File: src/hw/rtl/ahte_pkg.sv
// ----------------------------------------------------------------------------
// ahte_pkg
// Shared types, constants and helpers for the ASCII85 / hex text encoder.
// ----------------------------------------------------------------------------
package ahte_pkg;

  localparam logic [6:0]  A85_LINE    = 7'd72;
  localparam logic [6:0]  HEX_LINE    = 7'd36;
  localparam logic [7:0]  A85_OFFSET  = 8'd33;
  localparam logic [7:0]  A85_ZERO    = 8'd122;
  localparam logic [7:0]  NEWLINE     = 8'd10;
  localparam logic [31:0] RECIP_85    = 32'hC0C0C0C1;
  localparam int          RECIP_SHIFT = 38;
  localparam int          NUM_DIGITS  = 5;
  localparam int          FIFO_DEPTH  = 4;

  typedef enum logic [1:0] {
    KIND_HEX,
    KIND_ZERO,
    KIND_DIGITS
  } kind_e;

  typedef struct packed {
    kind_e       kind;
    logic [31:0] word;
    logic [1:0]  nm1;
    logic        page;
  } job_t;

  typedef struct packed {
    logic [NUM_DIGITS-1:0][7:0] chars;
    logic [2:0]                 count;
    logic                       hex;
    logic                       page;
  } pkt_t;

  function automatic logic [7:0] hex_char(input logic [3:0] v);
    logic [7:0] c;
    if (v < 4'd10) begin
      c = 8'd48 + {4'b0, v};
    end else begin
      c = 8'd87 + {4'b0, v};
    end
    return c;
  endfunction

endpackage

File: src/hw/rtl/ahte_emit.sv
// ----------------------------------------------------------------------------
// ahte_emit
// Sends packet characters one per cycle while popped, breaking long lines.
// ----------------------------------------------------------------------------
module ahte_emit import ahte_pkg::*; (
  input  logic       clk_i,
  input  logic       rst_ni,
  input  logic       mode_i,
  input  pkt_t       pkt_i,
  input  logic       pkt_valid_i,
  output logic       pkt_take_o,
  input  logic       pop_i,
  output logic       empty_o,
  output logic [7:0] out_char_o,
  output logic       last_o
);

  pkt_t       pkt_q, pkt_d;
  logic       active_q, active_d;
  logic [2:0] idx_q, idx_d;
  logic       nl_done_q, nl_done_d;
  logic [6:0] lu_q, lu_d;
  logic       any_q, any_d;
  logic       out_valid_q, out_valid_d;
  logic [7:0] out_char_q, out_char_d;
  logic       out_last_q, out_last_d;

  logic       can_out;
  logic       step;
  logic       unit_start;
  logic       need_nl;
  logic       is_last;
  logic       finishing;
  logic [6:0] limit;
  logic [7:0] lu_sum;
  logic [6:0] lu_next;

  assign can_out    = ~out_valid_q | pop_i;
  assign step       = active_q & can_out;
  assign unit_start = ~pkt_q.hex | (idx_q == 3'd0);
  assign need_nl    = unit_start & ~nl_done_q & any_q & (lu_q == 7'd0);
  assign is_last    = ((idx_q + 3'd1) == pkt_q.count);
  assign finishing  = step & ~need_nl & is_last;
  assign pkt_take_o = pkt_valid_i & (~active_q | finishing);

  assign limit   = mode_i ? A85_LINE : HEX_LINE;
  assign lu_sum  = {1'b0, lu_q} + 8'd1;
  assign lu_next = (lu_sum >= {1'b0, limit}) ? 7'd0 : lu_sum[6:0];

  assign empty_o    = ~out_valid_q;
  assign out_char_o = out_char_q;
  assign last_o     = out_last_q;

  always_comb begin
    pkt_d       = pkt_q;
    active_d    = active_q;
    idx_d       = idx_q;
    nl_done_d   = nl_done_q;
    lu_d        = lu_q;
    any_d       = any_q;
    out_valid_d = out_valid_q;
    out_char_d  = out_char_q;
    out_last_d  = out_last_q;

    if (step) begin
      out_valid_d = 1'b1;
      if (unit_start && !nl_done_q) begin
        lu_d  = lu_next;
        any_d = 1'b1;
      end
      if (need_nl) begin
        out_char_d = NEWLINE;
        out_last_d = 1'b0;
        nl_done_d  = 1'b1;
      end else begin
        out_char_d = pkt_q.chars[idx_q];
        out_last_d = is_last;
        nl_done_d  = 1'b0;
        idx_d      = idx_q + 3'd1;
      end
      if (finishing) begin
        active_d = 1'b0;
      end
    end else if (pop_i) begin
      out_valid_d = 1'b0;
    end

    if (pkt_take_o) begin
      pkt_d     = pkt_i;
      active_d  = 1'b1;
      idx_d     = 3'd0;
      nl_done_d = 1'b0;
      if (pkt_i.page) begin
        lu_d  = 7'd0;
        any_d = 1'b0;
      end
    end
  end

  always_ff @(posedge clk_i) begin
    pkt_q      <= pkt_d;
    out_char_q <= out_char_d;
    out_last_q <= out_last_d;
  end

  always_ff @(posedge clk_i or negedge rst_ni) begin
    if (!rst_ni) begin
      active_q    <= 1'b0;
      idx_q       <= 3'd0;
      nl_done_q   <= 1'b0;
      lu_q        <= 7'd0;
      any_q       <= 1'b0;
      out_valid_q <= 1'b0;
    end else begin
      active_q    <= active_d;
      idx_q       <= idx_d;
      nl_done_q   <= nl_done_d;
      lu_q        <= lu_d;
      any_q       <= any_d;
      out_valid_q <= out_valid_d;
    end
  end

endmodule

File: config.mk
export PLATFORM = sky130hd
export DESIGN_NAME = ahte_emit
export DESIGN_NICKNAME = d
export VERILOG_FILES = /design/src/hw/rtl/ahte_pkg.sv /design/src/hw/rtl/ahte_emit.sv
export SDC_FILE = /design/constraint.sdc
export NUM_CORES = 1
export LEC_CHECK = 0
export ABC_AREA = 1
export BUFFER_PORTS_ARGS = -buffer_cell sky130_fd_sc_hd__buf_2
export CAP_MARGIN = 40
export CORE_ASPECT_RATIO = 0.6
export CORE_MARGIN = 1.5
export CORE_UTILIZATION = 40
export CTS_BUF_LIST = sky130_fd_sc_hd__clkbuf_4 sky130_fd_sc_hd__clkbuf_8
export CTS_CLUSTER_SIZE = 8
export DETAILED_ROUTE_END_ITERATION = 10
export MAX_ROUTING_LAYER = met4
export SLEW_MARGIN = 10
export SYNTH_ARGS = -nofsm -noshare
export SYNTH_HDL_FRONTEND = slang
export SYNTH_SLANG_ARGS = --single-unit
File: constraint.sdc
create_clock -name clk_i -period 6.6 [get_ports clk_i]
set_input_delay 0.66 -clock clk_i [delete_from_list [all_inputs] [get_ports clk_i]]
set_output_delay 0.66 -clock clk_i [all_outputs]
set_load 0.1 [all_outputs]
# [After elaboration in Yosys (flattened, before gate mapping)]
# Cells that the tools add are included.
[word_totals] regBits=67 latch_bits=0 ram_bits=0 romBits=0 word_cells=68 memories=0
[classes] n_addsub=2 multipliers=0 div=0 magnitude_cmp=2 eq_ne=2 shifts=0 mux=23 bitwise_logic=15 n_reduce_logical=9
[op_table] op="2-to-1 mux 7 bit" n=6
[op_table] op="binary-select mux 8 bit (select 3 bit)" n=1
[op_table] op="2-to-1 mux 1 bit" n=12
[op_table] op="2-to-1 mux 3 bit" n=3
[op_table] op="adder 7 x 1 -> 8 bit, second input constant" n=1
[op_table] op="greater-or-equal comparator 8 x 7 -> 1 bit" n=1
[op_table] op="2-to-1 mux 8 bit" n=1
[op_table] op="bitwise AND 1 bit" n=7
[op_table] op="logical NOT 7 bit" n=1
[op_table] op="nonzero test 2 bit" n=3
[op_table] op="NOT 1 bit" n=5
[op_table] op="less-than comparator 3 x 4 -> 1 bit, second input constant" n=1
[op_table] op="AND reduction 2 bit" n=2
[op_table] op="adder 3 x 1 -> 3 bit, second input constant" n=1
[op_table] op="== test 3 bit" n=1
[op_table] op="logical NOT 3 bit" n=1
[op_table] op="OR 1 bit" n=3
[op_table] op="inequality test 2 bit, second input constant" n=1
[op_table] op="logical AND 1 bit" n=1
[op_table] op="logical NOT 1 bit" n=1

# [Longest topological paths before layout]
# Gate-level depths: netlist of run 1.
[logic_depth] depth_word=12 ltp_mapped=14 ltp_nobuf=14

# [Least setup slack after synthesis of run 1]
# OpenSTA, ideal clock, no wires.
[synth_timing] path_type="register to output" from="reg idx_q[0]" to="out pkt_take_o" arrival_time_ns=2.698 required_ns=5.940 setup_slack_ns=3.242 path_stages_with_launch=9 path_cell_list="dfrtp_1 inv_1 buf_2 ha_1 nand2_1 nand4_4 nor2_4 nand3_4 a21oi_4"
[synth_via] elab_chain_cells=10 word_cells_on_any_way=12 cone_classes="add/sub: 1; eq/ne: 1; bitwise: 9; reduce/logical: 1"
[synth_rtl] item="start: declaration" line="ahte_emit.sv:20" source="logic [2:0] idx_q, idx_d;"
[synth_rtl] item="start signal: assignment" line="ahte_emit.sv:116" source="idx_q <= idx_d;"
[synth_rtl] item="logical NOT 3 bit" line="ahte_emit.sv:40" source="assign unit_start = ~pkt_q.hex | (idx_q == 3'd0);"
[synth_rtl] item="OR 1 bit" line="ahte_emit.sv:40"
[synth_rtl] item="bitwise AND 1 bit (3 in series)" line="ahte_emit.sv:41" source="assign need_nl = unit_start & ~nl_done_q & any_q & (lu_q == 7'd0);"
[synth_rtl] item="NOT 1 bit" line="ahte_emit.sv:43" source="assign finishing = step & ~need_nl & is_last;"
[synth_rtl] item="bitwise AND 1 bit" line="ahte_emit.sv:43"
[synth_rtl] item="bitwise AND 1 bit (*)" line="ahte_emit.sv:43"
[synth_rtl] item="OR 1 bit (*)" line="ahte_emit.sv:44" source="assign pkt_take_o = pkt_valid_i & (~active_q | finishing);"
[synth_rtl] item="bitwise AND 1 bit (*)" line="ahte_emit.sv:44"
[synth_rtl] item="end: declaration" line="ahte_emit.sv:11" source="output logic pkt_take_o,"
# Every way passes the cells marked *; elsewhere a longest branch is shown, timed or not.

# [Worst setup path in the final report of run 1]
# Ends and elaborated chain as after synthesis.

==> impl_results.md, run 1 <==
- Outcome: finished, final reports clean
- Yosys cell types: 31
- H-tree levels: 3
- Crit share post-route: 0.644
- Iteration-0 DRC Markers: 179
- CTS root buffer: clkbuf_8
- Cell Area, Placed: 3530 um^2
- First-pass GRT wire length: 10800 um
- I/O pins: 61
- Fill count: 706
- Critical Path Start Type: flip-flop
- Gr usage total: 0.177
- Syn_nets: 349
- Inst Count DP: 447
- Post-CTS Setup Inserts: 0
- Critical R2R Launch: idx_q[0]$_DFFE_PN0P_
- RSZ-0062 raised after global routing: false
- DRT Pass-1 Iters: 4
- Setup crit end kind: primary output
- Worst skew pair latency: 0.35 ns
- Final Hold Fails: 0
- Synth warn: 0
- GPL Wtd Cong: 0.807
- Leak: 1.64 nW
- Clock transition at path regs: 0.07 ns
- Synth-to-Final Area Change: 17.4%
- Top-count cell post-synth: nand2_1
- Final TNS setup: 0 ns
- CTS resizes: 0
- DIE HEIGHT: 71.7 um
- Sequential share of the synthesized area: 0.617
- Sink Count: 67
- Reg2reg end: pkt_q[21]$_DFFE_PN_
- Die Width: 118 um
- Multi-input logic area: 1020 um^2
- Post-detailed-placement half-perimeter wirelength: 4740 um
- Largest net degree at the start of global routing: 50
- Nets: 413
- Residual DRC count: 0
- Async SR Flop Fraction: 0.209
- Initial antenna violation count: 0
- CORE AREA: 7450 um^2
- CTS Buf Count: 9
- Worst hold-check path type: input port to async pin
- Largest area contributor in the netlist: edfxtp_1
- Final Power: 1.81 mW
- Reg area: 1940 um^2
- Hold Buf Count CTS: 0
- Tmin final: 4.25 ns
- Max Freq: 0.235 GHz
- Worst hold margin: 0.196 ns
- Vias: 2163
- CP Class: flip-flop to primary output
- Post-route ant nets: 0
- Total grt overflow: 0
- # setup viols final: 0
- Largest cells by area after synthesis: edfxtp_1 51%, dfrtp_1 11%, nand2_1 6.7%
- Worst Path Arrival: 3.59 ns
- Synth cell count leaders: 56 x nand2_1, 53 x edfxtp_1, 31 x inv_1
- Routed WL per cell: 13.8 um
- Row cnt: 24
- Synthesis-stage register bit count: 67
- Initial Util: 0.423
- Rel. slew slack: 0.603
- Reg2Reg Depth: 9
- Launch point of the critical path: idx_q[0]$_DFFE_PN0P_
- Worst Setup EP: pkt_take_o
- Drt via density: 4.67
- Critical Path RT: 5.94 ns
- Post-synth EDFFs: 53
- Die area: 8430 um^2
- Syn avg cell area: 10.9 um^2
- Register-to-register path setup slack: 3.54 ns
- Cell Area, Synth: 3150 um^2
- Ant. Diodes: 0
- Maxcap violations: 0
- Crit-path max FO: 49
- Fin. max-slew vios: 0
- CTS tree: done
- Worst vdd ir: 0.166 mV
- Top cell type's share of synthesized area: 0.506
- Number of global-route vias before repair: 2192
- Ys flop type: edfxtp_1
- Total Wirelength: 6400 um
- Final instance area: 3700 um^2
- Worst Max-Slew Pin Slew: 0.595 ns
- Share of layout cells above drive strength 1: 0.284
- Worst-case clock buffer depth: 2
- Finished Layout Cells: 463
- Final Skew: 0.0109 ns
- Syn Inst Count: 290
- Buffers added on ports: 60
- Power per cell area: 489 nW/um^2
-- per-layer routing --
metal / global-route usage / vias to the layer above / routed length [um]
met5: - / - / 0
met4: 0.0650 / 0 / 66
met3: 0.0549 / 6 / 495
met2: 0.228 / 73 / 2420
met1: 0.258 / 973 / 3420
li1: - / 1111 / -
-- sequential cells by signal, indices dropped and copies added, names as in the netlist --
name and flops:
out_char_o 8, last_o 1, out_valid_q 1, active_q 1, idx_q 3, pkt_q 44, nl_done_q 1, any_q 1
lu_q 7
-- report_power, final --
part           internal, mW  total, mW  leakage [nW]  switching, mW
Combinational         0.204      0.807         0.885          0.603
Clock                 0.152      0.299        0.0911          0.147
Sequential            0.613      0.702         0.665         0.0884
-- critical path, cell delays in order, from the launching register on --
cell and delay (ns):
dfrtp_1 0.71, inv_1 0.40, ha_1 0.44, inv_1 0.05, nand2_1 0.09, nand4_4 0.13
nor2_4 0.12, nand3_4 0.10, a21oi_4 0.13, buf_4 0.49, buf_2 0.54
-- final cells by class --
class | instances | share of cell area
Clock buffer | 13 | 0.0416
Timing Repair Buffer | 61 | 0.0832
Multi-Input combinational cell | 181 | 0.275
Tap cell | 104 | 0.0352
Clock inverter | 3 | 0.00474
Sequential cell | 67 | 0.525
Inverter | 34 | 0.0345
-- worst min-delay path by stage --
stage          slack, ns  cells past startpoint                   end
3_3_place_gp        0.48                      1       any_q$_DFF_PN0_
5_1_grt             0.20                      1  idx_q[2]$_DFFE_PN0P_
6_report            0.20                      1  idx_q[2]$_DFFE_PN0P_
3_5_place_dp        0.49                      1       any_q$_DFF_PN0_
2_1_floorplan       0.36                      0  active_q$_DFFE_PN0P_
4_1_cts             0.19                      1  idx_q[2]$_DFFE_PN0P_
-- kinds of logic (layout without fill, tap and decap cells) --
kind of cell,Yosys count,after routing,synth area share
buffers and inverters,42,111,0.0596
AO/OA/AOI/OAI,39,39,0.0696
XOR/XNOR,4,4,0.0111
AND/OR/NAND/NOR,129,129,0.207
adder cells (fa/ha/maj),9,9,0.0358
flip-flops,67,67,0.617
-- through the flow --
stage                      util  setup slack, ns
final                     0.496             2.35
after global placement    0.473             2.86
after CTS                 0.496             2.30
after detailed placement  0.473             2.71
after floorplan               -             3.24
after global routing      0.496             1.91
-- cells in the final DEF, fill, tap and decap left out, types with 11 or more instances in the layout --
master	n
a21oi_1	11
nand2_1	56
o21ai_0	18
nand3_1	22
nor2_1	25
dfrtp_1	14
edfxtp_1	53
buf_2	60
inv_1	31
No activity file was read; power rests on OpenSTA's default activity.
==> run 2, diff against run 1 <==
- clock period: 6.6 -> 4.2 ns (I/O delays scaled with it)
==> impl_results.md, run 2 (synthesis results as in run 1) <==
- Nets: 415 (was 413)
- Residual DRC count: 0 (unchanged)
- Initial antenna violation count: 0 (unchanged)
- Leak: 1.68 nW (was 1.64 nW)
- Final instance area: 3800 um^2 (was 3700 um^2)
- GPL Wtd Cong: 0.826 (was 0.807)
- Post-route ant nets: 0 (unchanged)
- Setup crit end kind: primary output (unchanged)
- Initial Util: 0.423 (unchanged)
- Tmin final: 3.40 ns
- Die Width: 118 um (unchanged)
- Total Wirelength: 6420 um (was 6400 um)
- First-pass GRT wire length: 10900 um (was 10800 um)
- Worst hold margin: 0.245 ns (was 0.196 ns)
- DIE HEIGHT: 71.7 um (unchanged)
- Crit share post-route: 0.809
- CORE AREA: 7450 um^2 (unchanged)
- Share of layout cells above drive strength 1: 0.285 (was 0.284)
- Critical Path Start Type: flip-flop (unchanged)
- Reg2Reg Depth: 9 (unchanged)
- Worst Path Arrival: 2.98 ns (was 3.59 ns)
- Row cnt: 24 (unchanged)
- DRT Pass-1 Iters: 4 (unchanged)
- Cell Area, Placed: 3550 um^2 (was 3530 um^2)
- Power per cell area: 799 nW/um^2 (was 489 nW/um^2)
- Synth-to-Final Area Change: 20.7% (was 17.4%)
- Ant. Diodes: 0 (unchanged)
- # setup viols final: 0 (unchanged)
- Final TNS setup: 0 ns (unchanged)
- Post-Place Worst Slack: 1.09 ns (was 2.71 ns)
- Total grt overflow: 0 (unchanged)
- Sink Count: 67 (unchanged)
- Iteration-0 DRC Markers: 139 (was 179)
- Gr usage total: 0.177 (about the same)
- Commonest non-fill, non-tap cell in the layout: buf_2 (unchanged)
- Largest Register: pkt_q (unchanged)
- Worst vdd ir: 0.312 mV (was 0.166 mV)
- Final Skew: 0.00710 ns (was 0.0109 ns)
- Outcome: finished, final reports clean (unchanged)
- Worst skew pair latency: 0.35 ns (about the same)
- Worst Max-Slew Pin Slew: 0.557 ns (was 0.595 ns)
- CTS tree: done (unchanged)
- CTS resizes: 0 (unchanged)
- CTS Buf Count: 9 (unchanged)
- Max Freq: 0.294 GHz
- Worst hold-check path type: input port to flip-flop (was input port to async pin)
- Buffers added on ports: 60 (unchanged)
- CP Class: flip-flop to primary output (unchanged)
- I/O pins: 61 (unchanged)
- Crit-path max FO: 21 (was 49)
- Die area: 8430 um^2 (unchanged)
- Clock transition at path regs: 0.07 ns (about the same)
- Worst-case clock buffer depth: 2 (unchanged)
- Final Hold Fails: 0 (unchanged)
- Drt via density: 4.74 (was 4.67)
- Fin. max-slew vios: 0 (unchanged)
- Number of global-route vias before repair: 2166 (was 2192)
- Maxcap violations: 0 (unchanged)
- Largest net degree at the start of global routing: 23 (was 50)
- Rel. slew slack: 0.629 (was 0.603)
- Routed WL per cell: 13.8 um (about the same)
- H-tree levels: 3 (unchanged)
- Post-detailed-placement half-perimeter wirelength: 4830 um (was 4740 um)
- Max reg flops: 44 (unchanged)
- Hold path depth: 1
- RSZ-0062 raised after global routing: false (unchanged)
- Commonest cells after routing, fill and taps aside: 59 x buf_2, 56 x nand2_1, 53 x edfxtp_1 (was 60 x buf_2, 56 x nand2_1, 53 x edfxtp_1)
- Critical Path RT: 3.78 ns (was 5.94 ns)
- Vias: 2204 (was 2163)
- Final worst setup slack: 0.802 ns (was 2.35 ns)
- CTS root buffer: clkbuf_8 (unchanged)
- Fill count: 717 (was 706)
run 2: cell types whose count changed in the layout (fill, tap and decap cells not counted):
cell and delta:
clkbuf_4 -4, bufinv_16 +3, buf_12 +1, buf_2 -1, buf_4 +1, clkinv_4 +1
dlygate4sd3_1 +1
run 2: per-layer routing:
metal | GRT usage | part of all wire | vias up
li1 | - | - | 1118
met1 | 0.269 | 0.56 | 1005
met2 | 0.222 | 0.37 | 79
met3 | 0.0693 | 0.069 | 2
met4 | 0.0244 | 0.0012 | 0
met5 | - | 0 | -
run 2: path summary, 6_finish.rpt:
check,to,slack (ns),from
min in group asynchronous,nl_done_q$_DFFE_PN0P_,0.51,rst_ni
worst min register to register,any_q$_DFF_PN0_,0.50,any_q$_DFF_PN0_
worst max-delay path,pkt_take_o,0.80,idx_q[0]$_DFFE_PN0P_
worst min-delay path,pkt_q[25]$_DFFE_PN_,0.24,pkt_i[25]
worst max register to register,pkt_q[44]$_DFFE_PN_,1.11,idx_q[0]$_DFFE_PN0P_
max in group asynchronous,lu_q[2]$_DFF_PN0_,3.44,rst_ni
run 2: final cells by class:
type | instances | area (um^2) | area share
Sequential cell | 67 | 1940 | 0.511
Multi-Input combinational cell | 181 | 1020 | 0.268
Timing Repair Buffer | 63 | 340 | 0.0896
Tap cell | 104 | 130 | 0.0343
Inverter | 34 | 128 | 0.0336
Clock buffer | 9 | 124 | 0.0326
Clock inverter | 7 | 116 | 0.0306
run 2: repair_timing:
item	4_1_cts	5_1_grt
hold buffers	1	0
endpoints found under the hold margin	14	0
setup endpoints to repair	0	0
setup buffers	0	0
run 2: metrics by stage:
| stage | power (mW) | util | cells |
|---|---|---|---|
| after global routing | 3.23 | 0.510 | 465 |
| after detailed placement | 2.41 | 0.476 | 448 |
| after CTS | 3.05 | 0.510 | 465 |
| after floorplan | 2.15 | - | 290 |
| after global placement | 2.39 | 0.476 | 448 |
| final | 3.03 | 0.510 | 465 |
run 2: power breakdown:
group          leakage (nW)  switching (mW)  internal [mW]
Clock                 0.119           0.241          0.393
Combinational         0.898           0.962          0.337
Sequential            0.665           0.140          0.962
run 2: worst max-delay path, cell delays in order (launching register included):
cell and delay, ns:
dfrtp_1 0.70, inv_1 0.40, ha_1 0.44, inv_1 0.05, nand2_1 0.09, nand4_4 0.13
nor2_4 0.11, nand3_4 0.10, a21oi_4 0.38, buf_12 0.23
==> run 3, diff against run 2 <==
- ABC_AREA: 1 -> 0
- clock period: 4.2 -> 2.9 ns (I/O delays scaled with it)
==> impl_results.md, run 3 <==
- Outcome: finished, final reports clean (unchanged)
- CORE AREA: 7210 um^2 (was 7450 um^2)
- M1 GR Usage: 0.233 (was 0.269)
- Syn_nets: 254 (was 349)
- Row cnt: 24 (unchanged)
- Die Width: 114 um (was 118 um)
- Synth cell count leaders: 53 x edfxtp_1, 14 x dfrtp_1, 11 x nand2_1, 11 x nor2_1, 10 x inv_1 (was 56 x nand2_1, 53 x edfxtp_1, 31 x inv_1)
- Global route hottest layer: met1 (unchanged)
- Crit-path max FO: 18 (was 21)
- # setup viols final: 0 (unchanged)
- Reg2reg end: lu_q[2]$_DFF_PN0_ (was pkt_q[44]$_DFFE_PN_)
- Worst Setup EP: pkt_take_o (unchanged)
- Largest cells by area after synthesis: edfxtp_1 54%, dfrtp_1 12%, mux4_2 6.1% (was edfxtp_1 51%, dfrtp_1 11%, nand2_1 6.7%)
- Top cell type's share of synthesized area: 0.538 (was 0.506)
- Critical Path Start Type: flip-flop (unchanged)
- Final Power: 4.09 mW (was 3.03 mW)
- Reg2Reg Depth: 9 (unchanged)
- Global-route track usage on met3: 0.0795 (was 0.0693)
- Initial antenna violation count: 0 (unchanged)
- Critical Path RT: 2.61 ns (was 3.78 ns)
- Top-count cell post-synth: edfxtp_1 (was nand2_1)
- Worst hold-check path type: input port to flip-flop (unchanged)
- Sequential share of the synthesized area: 0.657 (was 0.617)
- Final Hold Fails: 0 (unchanged)
- Largest Register: pkt_q (unchanged)
- Worst Path Arrival: 2.33 ns (was 2.98 ns)
- H-tree levels: 3 (unchanged)
- Largest area contributor in the netlist: edfxtp_1 (unchanged)
- Share of layout cells above drive strength 1: 0.381 (was 0.285)
- Worst-case clock buffer depth: 2 (unchanged)
- Crit share post-route: 0.903
- Final TNS setup: 0 ns (unchanged)
- Nets: 327 (was 415)
- Routed WL per cell: 15.7 um (was 13.8 um)
- Buffers added on ports: 60 (unchanged)
- Gr usage total: 0.160 (was 0.177)
- Post-route ant nets: 0 (unchanged)
- Cell Area, Synth: 2960 um^2 (was 3150 um^2)
- Largest net degree at the start of global routing: 37 (was 23)
- Iteration-0 DRC Markers: 120 (was 139)
- Post-detailed-placement half-perimeter wirelength: 3990 um (was 4830 um)
- Initial Util: 0.410 (was 0.423)
- GR Util met2: 0.193 (was 0.222)
- Tmin final: 2.62 ns
- Sink Count: 67 (unchanged)
- Yosys cell types: 45 (was 31)
- Synth-to-Final Area Change: 23.4% (was 20.7%)
- Synthesis-stage register bit count: 67 (unchanged)
- Max Freq: 0.382 GHz
- Vias: 1839 (was 2204)
- Leak: 1.45 nW (was 1.68 nW)
- RSZ-0062 raised after global routing: false (unchanged)
- Post-CTS Setup Inserts: 0 (unchanged)
- Commonest non-fill, non-tap cell in the layout: buf_2 (unchanged)
- GPL Wtd Cong: 0.775 (was 0.826)
- I/O pins: 61 (unchanged)
- Drt via density: 5.05 (was 4.74)
- Synth warn: 0 (unchanged)
- Setup crit end kind: primary output (unchanged)
- Residual DRC count: 0 (unchanged)
- Number of global-route vias before repair: 1693 (was 2166)
- Maxcap violations: 0 (unchanged)
- Final Skew: 0.0101 ns (was 0.00710 ns)
- CTS tree: done (unchanged)
- Clock transition at path regs: 0.07 ns (about the same)
- Ant. Diodes: 0 (unchanged)
- Syn Inst Count: 195 (was 290)
- Die area: 7940 um^2 (was 8430 um^2)
- Launch point of the critical path: idx_q[0]$_DFFE_PN0P_ (unchanged)
- Fin. max-slew vios: 0 (unchanged)
- First-pass GRT wire length: 8970 um (was 10900 um)
- Register-to-register path setup slack: 0.50 ns (was 1.11 ns)
- DIE HEIGHT: 69.6 um (was 71.7 um)
- Total grt overflow: 0 (unchanged)
- Async SR Flop Fraction: 0.209 (unchanged)
- Power per cell area: 1120 nW/um^2 (was 799 nW/um^2)
- Worst Max-Slew Pin Slew: 0.497 ns (was 0.557 ns)
- Rel. slew slack: 0.669 (was 0.629)
- Critical R2R Launch: lu_q[1]$_DFF_PN0_ (was idx_q[0]$_DFFE_PN0P_)
- CTS Buf Count: 9 (unchanged)
- DRT Pass-1 Iters: 4 (unchanged)
- Worst skew pair latency: 0.34 ns (was 0.35 ns)
- CTS resizes: 0 (unchanged)
- Post-synth EDFFs: 53 (unchanged)
- Fill count: 602 (was 717)
- Ys flop type: edfxtp_1 (unchanged)
- Syn avg cell area: 15.2 um^2 (was 10.9 um^2)
- CP Class: flip-flop to primary output (unchanged)
- CTS root buffer: clkbuf_8 (unchanged)
- Worst vdd ir: 0.575 mV (was 0.312 mV)
- Worst hold margin: 0.118 ns (was 0.245 ns)
- Commonest cells after routing, fill and taps aside: 59 x buf_2, 53 x edfxtp_1, 14 x dfrtp_1 (was 59 x buf_2, 56 x nand2_1, 53 x edfxtp_1)
- Max reg flops: 44 (unchanged)
- Total Wirelength: 5700 um (was 6420 um)
[run 3: power by group]
| part | switching (mW) | internal [mW] |
|---|---|---|
| combinational | 1.16 | 0.559 |
| sequential | 0.146 | 1.38 |
| clock | 0.320 | 0.522 |
| total | 1.63 | 2.46 |
[run 3: final cells by class]
cell class              instances  area (um^2)  share of cell area
clock buffers                  13          154              0.0422
clock inverters                 3         65.1              0.0178
inverters                      11         41.3              0.0113
multi-input cells             111          957               0.262
flip-flops and latches         67         1940               0.532
well taps                      91          114              0.0312
repair buffers                 68          378               0.103
[run 3: kinds of logic after synthesis]
family	share of synthesized area
buffers and inverters	0.0288
and+or+nand+nor	0.0939
AOI/OAI and AO/OA	0.0893
muxes	0.0609
DFF	0.657
adders and majority gates	0.0381
xor gates and xnor gates	0.0326
[run 3: worst min path at each step]
stage          cells past startpoint  slack, ns  startpoint                       to
2_1_floorplan                      0     -0.006      rst_ni     active_q$_DFFE_PN0P_
3_3_place_gp                       1       0.21      rst_ni        lu_q[5]$_DFF_PN0_
5_1_grt                            1       0.09   pkt_i[29]      pkt_q[29]$_DFFE_PN_
4_1_cts                            1       0.10   pkt_i[13]      pkt_q[13]$_DFFE_PN_
3_5_place_dp                       1       0.21      rst_ni  out_valid_q$_DFFE_PN0P_
6_report                           1       0.12   pkt_i[13]      pkt_q[13]$_DFFE_PN_
[run 3: per-stage QoR]
step           cells  setup slack [ns]  cell area [um^2]  utilization
2_1_floorplan    195             0.203              2970            -
3_3_place_gp     346             0.490              3410        0.473
3_5_place_dp     346             0.403              3410        0.473
4_1_cts          363             0.130              3640        0.505
5_1_grt          364             0.127              3650        0.507
6_report         364             0.281              3650        0.507
[run 3: routing by layer]
| metal | wire [um] | vias up | part of all wire |
|---|---|---|---|
| met2 | 2330 | 50 | 0.41 |
| met3 | 420 | 8 | 0.074 |
| met1 | 2900 | 881 | 0.51 |
| met4 | 53 | 0 | 0.0093 |
| met5 | 0 | - | 0 |
| li1 | - | 900 | - |
[run 3: worst max-delay path, cell delays in order (launching register included)]
cell,delay [ns]
dfrtp_1,0.47
inv_1,0.07
ha_1,0.33
xnor2_1,0.21
and4_1,0.28
a32o_4,0.40
buf_12,0.22
[run 3: timing repair]
item,in CTS,in global routing
endpoints found under the hold margin,14,0
endpoints found under the setup margin,0,1
hold buffers,1,0
